`src/sv/wdtd_pkg.sv`:
```
`timescale 1ns / 1ps

package wdtd_pkg;

   localparam int MAX_SAMPLES = 64;
   localparam int MAX_SITES = 1024;
   localparam int SITE_CAP_INT = (MAX_SITES < 2047) ? MAX_SITES : 2047;

   localparam logic [10:0] SITE_CAP = 11'(SITE_CAP_INT);
   localparam logic [6:0] N_MIN = 7'd2;
   localparam logic [6:0] N_MAX = 7'(MAX_SAMPLES);
   localparam logic [40:0] Q_CAP = 41'h100_0000_0000;

   localparam int MUL_A_WIDTH = 48;
   localparam int MUL_B_WIDTH = 24;

   typedef enum logic [2:0] {
      CSR_SAMPLE_COUNT = 3'd0,
      CSR_WINDOW_LOW = 3'd1,
      CSR_WINDOW_HIGH = 3'd2,
      CSR_HARMONIC_SUM = 3'd3,
      CSR_HARMONIC_SQUARE_SUM = 3'd4
   } csr_index_type;

   typedef struct packed {
      logic start;
      logic [MUL_A_WIDTH-1:0] op_a;
      logic [MUL_B_WIDTH-1:0] op_b;
   } mul_req_type;

   typedef struct packed {
      logic done;
      logic [63:0] product;
   } mul_rsp_type;

   typedef struct packed {
      logic start;
      logic [5:0] shift;
      logic [63:0] dividend;
      logic [63:0] divisor;
   } div_req_type;

   typedef struct packed {
      logic done;
      logic [63:0] quotient;
   } div_rsp_type;

   typedef struct packed {
      logic start;
      logic [63:0] radicand;
   } sqrt_req_type;

   typedef struct packed {
      logic done;
      logic [31:0] root;
   } sqrt_rsp_type;

endpackage

```
`src/sv/wdtd_div.sv`:
```
`timescale 1ns / 1ps

module wdtd_div
   import wdtd_pkg::*;
(
   input  logic        clock,
   input  logic        reset,
   input  div_req_type req,
   output div_rsp_type rsp
);

   logic busy_ff, busy_in;
   logic done_ff, done_in;
   logic ovf_ff, ovf_in;
   logic [6:0] cnt_ff, cnt_in;
   logic [6:0] last_ff, last_in;
   logic [63:0] num_ff, num_in;
   logic [63:0] den_ff, den_in;
   logic [63:0] rem_ff, rem_in;
   logic [63:0] quo_ff, quo_in;
   logic [63:0] trial;
   logic ge;

   always_comb begin
      trial = {rem_ff[62:0], num_ff[63]};
      ge = (trial >= den_ff);
      busy_in = busy_ff;
      done_in = 1'b0;
      ovf_in = ovf_ff;
      cnt_in = cnt_ff;
      last_in = last_ff;
      num_in = num_ff;
      den_in = den_ff;
      rem_in = rem_ff;
      quo_in = quo_ff;
      if (req.start) begin
         busy_in = 1'b1;
         ovf_in = 1'b0;
         cnt_in = '0;
         last_in = 7'd63 + 7'(req.shift);
         num_in = req.dividend;
         den_in = req.divisor;
         rem_in = '0;
         quo_in = '0;
      end else if (busy_ff) begin
         ovf_in = ovf_ff | quo_ff[63];
         rem_in = ge ? (trial - den_ff) : trial;
         quo_in = {quo_ff[62:0], ge};
         num_in = num_ff << 1;
         cnt_in = cnt_ff + 7'd1;
         if (cnt_ff == last_ff) begin
            busy_in = 1'b0;
            done_in = 1'b1;
         end
      end
   end

   always_ff @(posedge clock) begin
      if (reset) begin
         busy_ff <= 1'b0;
         done_ff <= 1'b0;
      end else begin
         busy_ff <= busy_in;
         done_ff <= done_in;
      end
      ovf_ff <= ovf_in;
      cnt_ff <= cnt_in;
      last_ff <= last_in;
      num_ff <= num_in;
      den_ff <= den_in;
      rem_ff <= rem_in;
      quo_ff <= quo_in;
   end

   assign rsp.done = done_ff;
   assign rsp.quotient = ovf_ff ? '1 : quo_ff;

endmodule

```
`config.mk`:
```
export PLATFORM = sky130hd
export DESIGN_NAME = wdtd_div
export DESIGN_NICKNAME = d
export VERILOG_FILES = /design/src/sv/wdtd_pkg.sv /design/src/sv/wdtd_div.sv
export SDC_FILE = /design/constraint.sdc
export NUM_CORES = 1
export LEC_CHECK = 0
export ABC_AREA = 1
export BUFFER_PORTS_ARGS = -buffer_cell sky130_fd_sc_hd__buf_2
export CORE_AREA = 2 2 198 200
export CTS_CLUSTER_SIZE = 40
export DETAILED_ROUTE_END_ITERATION = 10
export DIE_AREA = 0 0 200 202
export PLACE_DENSITY_LB_ADDON = 0.3
export SYNTH_ARGS = -nofsm -noshare
export SYNTH_HDL_FRONTEND = slang
export SYNTH_SLANG_ARGS = --single-unit
export TNS_END_PERCENT = 20
```
`constraint.sdc`:
```
create_clock -name clock -period 4.5 [get_ports clock]
set_input_delay 0.9 -clock clock [delete_from_list [all_inputs] [get_ports clock]]
set_output_delay 0.9 -clock clock [all_outputs]
set_load 0.02 [all_outputs]
```
==> metrics.txt <==
chip height=202 µm; Final Util=0.511; Inst Count DP=3217; DR pass1 iterations=5; maximum vdd ir drop=0.000392 V; CTS tree=built; worst-case clock skew=0.0453 ns; Final WS setup=1.40 ns; largest net degree at the start of global routing=69; Setup Fix Bufs, Post-CTS=0; library cells used by synthesis=40; CP cell instances=inv_1 > ha_1 > fa_1 > inv_1 > nand2_1 > nand2_1 > nand3_2 > nand2_2 > nand2_2 > nand2_2 > nand2_2 > nand3_2 > nand2_4 > nand2_4 > buf_12 > nand2_1 > nand3_1 > o21ai_1; All-Layer GR Usage=0.246; outcome=completed; DRC Markers=0; CP delay by family, top=simple AND/OR/NAND/NOR gates; DP HPWL=38000 µm; DRT iter0 DRCs=984; wire length on met1=23100 µm; classification of the worst-slack hold path=primary input to flop; # resized after CTS=0; Critical Path Start=num_ff[63]; Placed Area=0.0184 mm²; WL per Instance=15.0 µm; setup TNS=0 ns; crit end category=flop; Final Setup Violations=0; leakage power=11.1 nW; share of cells above drive strength 1=0.123; clock latency on the worst-skew pair=0.62 ns; wire length on met2=21500 µm; Bufs and invs on worst path=3; port buffer count=201; Most common cell on crit path=nand2_2; vias after detailed routing=15698; synthesized area=0.0170 mm²; Syn Nets=2760; initial core utilization=0.445; initial antenna violation count=9; layout net count=2936; DRT antenna net count=0; Async SR Flop Fraction=0; critical path's slowest cell=nand2_4; Hold Vio Cnt, Final=0; WL met3=3160 µm; pre-CTS WS=1.40 ns; most frequent cell after synthesis=nand2_1; post-route design area=0.0195 mm²; sequential cell area fraction in the yosys report=0.399; FF+latch count, synth=272; residual overflow from global routing=0; CP Class=flop to flop; vias in the first global route=14965; Max Freq=322 MHz; R2R depth=18; Layout area overhead=14.8%; CTS root buf=clkbuf_16; crit path launch type=flop; cts bufs inserted=31; hold_buf cts=0; Num Clock Sinks=272; first-pass GRT wire length=78300 µm; I/O pin cnt=202; Most used DFF post-synth=dfxtp_1; Slew Limit Fails=0; Syn Area/Cell=6.66 µm²; Power Density=304 mW/mm²; Post-synth EDFFs=135; detailed-route wire length=49100 µm; num rows=72; CP required=4.94 ns; drt via density=4.78; Max Cap Viol=0; clk buf depth=3; Die X=200 µm; Synth area leader=nand2_1; largest cells by area after synthesis=nand2_1, edfxtp_1, dfxtp_1; crit share post-route=0.689; RR Startpoint=num_ff[63]; Setup crit end=rem_ff[3]; Arr. time, crit path=3.55 ns; Ys Warns=0; H-Tree Depth=1; core area=0.0383 mm²; WP depth=18; Mapped Cells=2556; reg2reg end=rem_ff[3]; crit path max fanout=34; slowest stage delay, CP=0.44 ns; r2r setup slk=1.40 ns; RSZ-0062 raised after global routing=false; Non-Filler Instances=3281; min Tclk post-route=3.10 ns; Slew @ Worst Pin=1.09 ns; Max-Slew Margin vs Limit=0.275; Top Metal Used=met5; Die ar.=0.0404 mm²; top cell type's share of synthesized area=0.252; Clock Pin Slew Worst Setup and Hold Paths=0.07 ns; gpl congestion=0.991; most frequent cells after synthesis=nand2_1, inv_1, dfxtp_1, nand3_1, edfxtp_1
## layer usage
layer  track usage  up-vias
met5             0        -
met4        0.0632        6
met3        0.0482       68
met2         0.392      425
met1         0.341     7055
li1              -     8144
## worst min path at each step
stage,slack (ns),depth (start not counted),start,to
after floorplan,0.43,2,rem_ff[62],rem_ff[62]
after global placement,0.45,2,rem_ff[38],rem_ff[38]
after detailed placement,0.46,2,rem_ff[62],rem_ff[62]
after CTS,0.42,1,req[28],den_ff[28]
after global routing,0.43,1,req[57],den_ff[57]
final,0.45,1,req[29],den_ff[29]
## report_power, final
part,switching [mW],internal (mW)
registers,0.0359,2.74
logic,0.361,0.173
clock network,1.07,1.57
total,1.47,4.48
## sequential cells by signal (all words and copies together), names as in the netlist
register	cells
num_ff	64
done_ff	1
quo_ff	64
busy_ff	1
cnt_ff	7
den_ff	64
ovf_ff	1
last_ff	7
rem_ff	63
## area by class of cell
type / count / area [µm²]
well taps: 518 / 648
clock inverters: 9 / 93.8
fillers: 4010 / 18700
repair buffers: 212 / 1100
diodes: 6 / 15.0
multi-input cells: 1708 / 8000
clock buffers: 49 / 990
flip-flops and latches: 272 / 6800
inverters: 507 / 1910
## cell usage in the layout, fill, tap and decap left out, drive strengths merged
cell type,count
and3,1
and2,2
dfxtp,137
o22ai,64
bufinv,1
clkbuf,49
xnor2,7
nor2,116
nand4,14
nand3b,10
or2,1
a21oi,53
o21bai,1
nor3,14
buf,212
edfxtp,135
nand2,1156
nor4,2
clkinv,7
xor2,29
o21ai,21
diode,6
ha,66
fa,1
nand3,150
inv,508
## cells by family (layout without fill, tap and decap cells)
group           after synthesis  count (layout)  synth area share
other cells                   0               6                 0
xor+xnor                     36              36            0.0185
buf+inv                     576             777             0.132
fa+ha+maj                    67              67            0.0497
simple gates               1466            1466             0.354
compound gates              139             139            0.0468
flops                       272             272             0.399
## through the flow
stage	power, mW	hold WS, ns
after global routing	6.20	0.430
after floorplan	3.16	0.430
after CTS	6.02	0.424
after global placement	3.35	0.454
after detailed placement	3.36	0.461
final	5.95	0.453
Power figures use the tool's default switching activity.
