$ cat config.mk
export PLATFORM = sky130hd
export DESIGN_NAME = wdtd_mul
export DESIGN_NICKNAME = d
export VERILOG_FILES = /design/src/sv/wdtd_pkg.sv /design/src/sv/wdtd_mul.sv
export SDC_FILE = /design/constraint.sdc
export NUM_CORES = 1
export LEC_CHECK = 0
export BUFFER_PORTS_ARGS = -buffer_cell sky130_fd_sc_hd__buf_2
export CAP_MARGIN = 20
export CORE_ASPECT_RATIO = 2
export CORE_MARGIN = 3
export CORE_UTILIZATION = 37
export CTS_CLUSTER_DIAMETER = 100
export DETAILED_ROUTE_END_ITERATION = 10
export PLACE_DENSITY = 0.64
export SYNTH_ARGS = -nofsm -noshare
export SYNTH_HDL_FRONTEND = slang
export SYNTH_SLANG_ARGS = --single-unit
export TNS_END_PERCENT = 50
$ cat constraint.sdc
create_clock -name clock -period 4.66 [get_ports clock]
set_clock_uncertainty 0.15 [all_clocks]
set_input_delay 1.165 -clock clock [delete_from_list [all_inputs] [get_ports clock]]
set_output_delay 1.165 -clock clock [all_outputs]
set_load 0.005 [all_outputs]
$ cat src/sv/wdtd_pkg.sv
`timescale 1ns / 1ps

package wdtd_pkg;

   localparam int MAX_SAMPLES = 64;
   localparam int MAX_SITES = 1024;
   localparam int SITE_CAP_INT = (MAX_SITES < 2047) ? MAX_SITES : 2047;

   localparam logic [10:0] SITE_CAP = 11'(SITE_CAP_INT);
   localparam logic [6:0] N_MIN = 7'd2;
   localparam logic [6:0] N_MAX = 7'(MAX_SAMPLES);
   localparam logic [40:0] Q_CAP = 41'h100_0000_0000;

   localparam int MUL_A_WIDTH = 48;
   localparam int MUL_B_WIDTH = 24;

   typedef enum logic [2:0] {
      CSR_SAMPLE_COUNT = 3'd0,
      CSR_WINDOW_LOW = 3'd1,
      CSR_WINDOW_HIGH = 3'd2,
      CSR_HARMONIC_SUM = 3'd3,
      CSR_HARMONIC_SQUARE_SUM = 3'd4
   } csr_index_type;

   typedef struct packed {
      logic start;
      logic [MUL_A_WIDTH-1:0] op_a;
      logic [MUL_B_WIDTH-1:0] op_b;
   } mul_req_type;

   typedef struct packed {
      logic done;
      logic [63:0] product;
   } mul_rsp_type;

   typedef struct packed {
      logic start;
      logic [5:0] shift;
      logic [63:0] dividend;
      logic [63:0] divisor;
   } div_req_type;

   typedef struct packed {
      logic done;
      logic [63:0] quotient;
   } div_rsp_type;

   typedef struct packed {
      logic start;
      logic [63:0] radicand;
   } sqrt_req_type;

   typedef struct packed {
      logic done;
      logic [31:0] root;
   } sqrt_rsp_type;

endpackage

$ cat src/sv/wdtd_mul.sv
`timescale 1ns / 1ps

module wdtd_mul
   import wdtd_pkg::*;
(
   input  logic        clock,
   input  logic        reset,
   input  mul_req_type req,
   output mul_rsp_type rsp
);

   logic busy_ff, busy_in;
   logic done_ff, done_in;
   logic [4:0] cnt_ff, cnt_in;
   logic [63:0] acc_ff, acc_in;
   logic [63:0] a_ff, a_in;
   logic [MUL_B_WIDTH-1:0] b_ff, b_in;

   always_comb begin
      busy_in = busy_ff;
      done_in = 1'b0;
      cnt_in = cnt_ff;
      acc_in = acc_ff;
      a_in = a_ff;
      b_in = b_ff;
      if (req.start) begin
         busy_in = 1'b1;
         cnt_in = '0;
         acc_in = '0;
         a_in = 64'(req.op_a);
         b_in = req.op_b;
      end else if (busy_ff) begin
         if (b_ff[0]) begin
            acc_in = acc_ff + a_ff;
         end
         a_in = a_ff << 1;
         b_in = b_ff >> 1;
         cnt_in = cnt_ff + 5'd1;
         if (cnt_ff == 5'(MUL_B_WIDTH - 1)) begin
            busy_in = 1'b0;
            done_in = 1'b1;
         end
      end
   end

   always_ff @(posedge clock) begin
      if (reset) begin
         busy_ff <= 1'b0;
         done_ff <= 1'b0;
      end else begin
         busy_ff <= busy_in;
         done_ff <= done_in;
      end
      cnt_ff <= cnt_in;
      acc_ff <= acc_in;
      a_ff <= a_in;
      b_ff <= b_in;
   end

   assign rsp.done = done_ff;
   assign rsp.product = acc_ff;

endmodule

==> results.yml, run 1 <==
place:
  portBuffers: 139
  post-place-ws_ns: 0.903
  dp_hpwl_mm: 20.8
  placed_area_um2: 10600
  gp_congestion: 0.901
sta:
  finalCritPeriodShare: 0.813
  fin_tns_setup_ns: 0
  max_slew_margin: 0.303
  period_needed_ns: 3.79
  final-hold-violation-count: 0
  final_max_slew_viol_count: 0
  rsz0062_at_grt: "false"
  worst_pin_slew_ns: 1.04
  fmax_ghz: 0.264
  setup_violations: 0
  setup_ws_ns: 0.870
synth:
  yosysTopAreaCell: "edfxtp_1"
  synth-seq-cells: 159
  synthDistinctLibCells: 70
  yosys_warnings: 0
  synth_edf_count: 72
  netlist_instances: 1023
  synth_top_cell_area_share: 0.225
  yosysSeqAreaShare: 0.405
  async_reset_ff_frac: 0
  syn-cell-area_um2: 9630
  synth_area_leaders: "edfxtp_1 (22%), dfxtp_1 (18%), ha_1 (8.3%)"
  synth-main-ff-cell: "dfxtp_1"
  avgSynthCellArea_um2: 9.41
  syn_nets: 1163
floorplan:
  start_util: 0.380
  ioPinCount: 140
  fp-row-count: 82
  die_x_um: 120
  core-area_um2: 25300
  dieArea_um2: 28100
  die_y_um: 234
layout:
  fillers: 2527
  finalInstanceArea_um2: 11100
  layout_commonest_cell: "buf_2"
  nets: 1268
  syn_to_final_growth_pct: 15.3
  layout_common_cells: "buf_2 (138), nand2_1 (132), a21oi_1 (108)"
  antenna_cells: 0
  drive_gt1_frac: 0.228
cts:
  cts_resized: 0
  clock_path_buffers: 2
  root_buffer: "clkbuf_16"
  clk_pin_slew_worst_paths_ns: 0.06
  cts.sinks: 159
  clk-insertion-delay-late_ns: 0.45
  post_cts.repair.setup_buffers: 0
  htreeDepth: 4
  holdBufCountCts: 0
  cts_tree: "yes"
  cts_inserted_buffers: 17
pwr:
  power.share.sequential: 0.440
  finalPower_mw: 3.76
  power.density_nw_per_um2: 338
  power.internal_mw: 2.61
  ir_worst_vdd_v: 0.000187
  pwr-share-comb: 0.216
  p_sw_mw: 1.15
  switching_share: 0.305
  p_clk_frac: 0.344
  leakage_nw: 4.87
route:
  vias_per_cell: 5.41
  ant_nets: 0
  dr_total_vias: 7992
  routed_wl_mm: 27.2
  first_iter_violations: 388
  drtPass1Iterations: 5
  drc: 0
  wl_per_cell_um: 18.4
worst_setup_path:
  required_ns: 4.85
  cp-start-kind: "flop"
  arrival_ns: 3.98
  path_class: "reg2reg"
  cp-end-kind: "flop"
  path_max_fanout: 5
grt:
  grt_max_degree: 112
  grt_pass1_wl_mm: 42.6
  antenna_found_initial: 0
  grt_pass1_vias: 8114
  grt.overflow.total: 0
  track_usage: 0.194
outcome:
  status: "completed"
flow_run:
  cap_violations: 0
worst_hold_path:
  holdCritPathClass: "reg2reg"
-- registers in the layout (all words and copies together) (netlist names) --
| signal | flops |
|---|---|
| done_ff | 1 |
| acc_ff | 64 |
| b_ff | 24 |
| a_ff | 64 |
| cnt_ff | 5 |
| busy_ff | 1 |
-- path summary, 6_finish.rpt --
| check | from | end | slack [ns] | depth (start not counted) |
|---|---|---|---|---|
| min | acc_ff[31] | acc_ff[31] | 0.32 | 2 |
| min reg2reg | acc_ff[31] | acc_ff[31] | 0.32 | 2 |
| max | a_ff[3] | acc_ff[61] | 0.87 | 12 |
| max reg2reg | a_ff[3] | acc_ff[61] | 0.87 | 12 |
-- layer usage --
metal / share of wire / vias up / track usage
li1: - / 3965 / -
met1: 0.36 / 3808 / 0.188
met2: 0.58 / 161 / 0.386
met3: 0.028 / 58 / 0.0297
met4: 0.040 / 0 / 0.102
met5: 0 / - / 0
-- cells by family (layout without fill, tap and decap cells) --
logic type | count (synthesis) | in the layout | share of synthesized area
flops | 159 | 159 | 0.405
mux | 88 | 88 | 0.101
fa+ha+maj | 65 | 65 | 0.0852
simple gates | 307 | 307 | 0.148
compound gates | 280 | 280 | 0.183
buf+inv | 70 | 188 | 0.0288
xor+xnor | 54 | 54 | 0.0491
-- cells in the mapped netlist, types with 11 or more instances --
master and number:
a21o_1 46, a21oi_1 108, a31oi_1 12, clkbuf_1 46
dfxtp_1 87, edfxtp_1 72, ha_1 64, mux2_2 70
mux2i_1 18, nand2_1 133, nand4_1 25, nor2_1 71
nor3_1 11, o21ai_0 44, xnor2_1 34, xor2_1 20
-- power by group through the flow --
stage / Sequential [mW] / Clock, mW / Combinational, mW
2_1_floorplan: 1.66 / 0 / 0.579
3_3_place_gp: 1.68 / 0 / 0.810
3_5_place_dp: 1.68 / 0 / 0.815
4_1_cts: 1.65 / 1.33 / 0.820
5_1_grt: 1.66 / 1.38 / 0.905
6_report: 1.65 / 1.29 / 0.813
-- stage by stage --
step | util | cells | hold slack (ns)
after floorplan | - | 1023 | 0.315
after global placement | 0.417 | 1445 | 0.306
after detailed placement | 0.417 | 1445 | 0.311
after CTS | 0.438 | 1477 | 0.319
after global routing | 0.438 | 1477 | 0.351
final | 0.438 | 1477 | 0.317
-- layout make-up --
class                      count  area (µm²)  area share
multi-input combinational    794        5450       0.491
clock buffer                  19         443      0.0399
timing repair buffer         145         756      0.0680
inverter                      11        41.3     0.00372
tap                          336         420      0.0379
sequential                   159        3900       0.352
clock inverter                13        87.6     0.00789
-- critical path: stages (launching register included) --
cell and delay, ns:
edfxtp_1 0.40, ha_1 0.36, a21oi_1 0.20, nor2b_1 0.07, a311o_1 0.37, a21oi_1 0.51, o21ai_1 0.21, a211oi_1 0.29
o31a_1 0.24, o21ai_2 0.14, a31oi_1 0.29, o21ai_0 0.14, a221o_1 0.32
(Power assumes the default switching activity.)
==> inputs of run 2 (changes only) <==
==> constraint.sdc (replaced) <==
create_clock -name clock -period 3.6 [get_ports clock]
set_clock_uncertainty 0.15 [all_clocks]
set_input_delay 0.9 -clock clock [delete_from_list [all_inputs] [get_ports clock]]
set_output_delay 0.9 -clock clock [all_outputs]
set_load 0.005 [all_outputs]
==> results.yml, run 2 (same netlist as run 1, synthesis figures left out) <==
floorplan:
  fp-row-count: 82
  ioPinCount: 140
  die_x_um: 120
  core-area_um2: 25300
  start_util: 0.380
  die_y_um: 234
  dieArea_um2: 28100
route:
  dr_total_vias: 8245
  routed_wl_mm: 27.6
  drtPass1Iterations: 5
  drc: 0
  ant_nets: 0
  wl_per_cell_um: 18.0
  first_iter_violations: 419
  vias_per_cell: 5.40
sta:
  worst_pin_slew_ns: 1.08
  final_max_slew_viol_count: 0
  period_needed_ns: 3.49
  final-hold-violation-count: 0
  fmax_ghz: 0.286
  max_slew_margin: 0.280
  rsz0062_at_grt: "true"
  hold_slack_ns: 0.322
  finalCritPeriodShare: 0.970
  setup_violations: 0
place:
  portBuffers: 139
  gp_congestion: 0.908
  dp_hpwl_mm: 21.1
  numPlacedInstances: 1492
worst_setup_path:
  path_class: "reg2reg"
  crit_slowest_cell: "fa_1"
  cp-end-kind: "flop"
  max_stage_delay_ns: 0.41
  cp.depth: 12
  path_max_fanout: 5
  worstPathCellList: "ha_1 > fa_1 > a21o_1 > a211oi_2 > o211ai_1 > a21o_1 > nand4b_1 > nand4_1 > a31oi_2 > o41a_1 > o21ai_1 > a221o_1"
  arrival_ns: 3.67
  required_ns: 3.77
  cp_common_cell: "a21o_1"
  critical_path_buf_inv_count: 0
  r2r_cells: 12
  cp-start-kind: "flop"
  critical_path.top_delay_family: "compound AO/OA/AOI/OAI gates"
layout:
  layout_commonest_cell: "buf_2"
  drive_gt1_frac: 0.267
  fin_cells: 1527
  nets: 1318
  antenna_cells: 0
  layout_common_cells: "buf_2 (138), nand2_1 (132), a21oi_1 (107)"
  syn_to_final_growth_pct: 20.5
  fillers: 2524
  largestRegisters: "a_ff (64), acc_ff (64), b_ff (24)"
cts:
  clk-insertion-delay-late_ns: 0.44
  root_buffer: "clkbuf_16"
  cts_inserted_buffers: 17
  holdBufCountCts: 0
  clk_pin_slew_worst_paths_ns: 0.06
  clock_path_buffers: 2
  cts.sinks: 159
  cts_tree: "yes"
  htreeDepth: 4
pwr:
  power.density_nw_per_um2: 435
  ir_worst_vdd_v: 0.000254
  leakage_nw: 5.13
  finalPower_mw: 5.05
grt:
  grt.overflow.total: 0
  track_usage: 0.196
  grt_pass1_vias: 8433
  grt_pass1_wl_mm: 43.0
  antenna_found_initial: 0
  grt_max_degree: 70
worst_hold_path:
  holdCritPathClass: "reg2reg"
  hold_depth: 2
flow_run:
  cap_violations: 0
outcome:
  status: "completed"
## run 2: cell types whose count changed in the layout (fill, tap and decap cells not counted), sizes merged
cell      previous run  this run
buf                145       195
clkinvlp             1         0
bufinv               0         2
clkbuf              19        20
clkinv               9         8
inv                 14        13
## run 2: layout make-up
type	count	area [µm²]	share of cell area
clock inverter	12	116	0.0100
tap	336	420	0.0362
inverter	11	41.3	0.00356
multi-input combinational	794	5540	0.478
sequential	159	3900	0.336
timing repair buffer	195	1140	0.0986
clock buffer	20	437	0.0376
## run 2: routing by layer
metal / vias up / wire (µm) / GRT usage
li1: 4071 / - / -
met1: 3922 / 9970 / 0.192
met2: 189 / 15600 / 0.385
met3: 63 / 893 / 0.0350
met4: 0 / 1130 / 0.0982
met5: - / 0 / 0
## run 2: power by group
group          total, mW  switching [mW]  internal (mW)
Sequential          2.14          0.0926           2.05
Combinational       1.16           0.646          0.515
Clock               1.75           0.739           1.01
Total               5.05            1.48           3.57
## run 2: worst reg2reg max path, cell delays in order, from the launching register on
cell and delay, ns:
edfxtp_1 0.39, ha_1 0.23, fa_1 0.41, a21o_1 0.22, a211oi_2 0.26, o211ai_1 0.11
a21o_1 0.24, nand4b_1 0.12, nand4_1 0.21, a31oi_2 0.33, o41a_1 0.26, o21ai_1 0.15
a221o_1 0.30
## run 2: metrics by stage
step | cell area [µm²] | utilization | TNS, ns | worst slack (ns)
final | 11600 | 0.458 | 0 | 0.106
after global routing | 11600 | 0.458 | -0.284 | -0.0783
after CTS | 11500 | 0.454 | 0 | 0.0283
after detailed placement | 10900 | 0.432 | 0 | 0.0463
after global placement | 10900 | 0.432 | 0 | 0.0889
after floorplan | 9630 | - | 0 | 0.327
## run 2: final timing paths
path	start	to	slack (ns)
max	a_ff[0]	acc_ff[54]	0.11
max reg2reg	a_ff[0]	acc_ff[54]	0.11
min reg2reg	acc_ff[47]	acc_ff[47]	0.32
min	acc_ff[47]	acc_ff[47]	0.32
## run 2: what timing repair did
item,in CTS,in global routing
buffers inserted,0,3
endpoints found under the setup margin,0,13
resized for setup,0,15
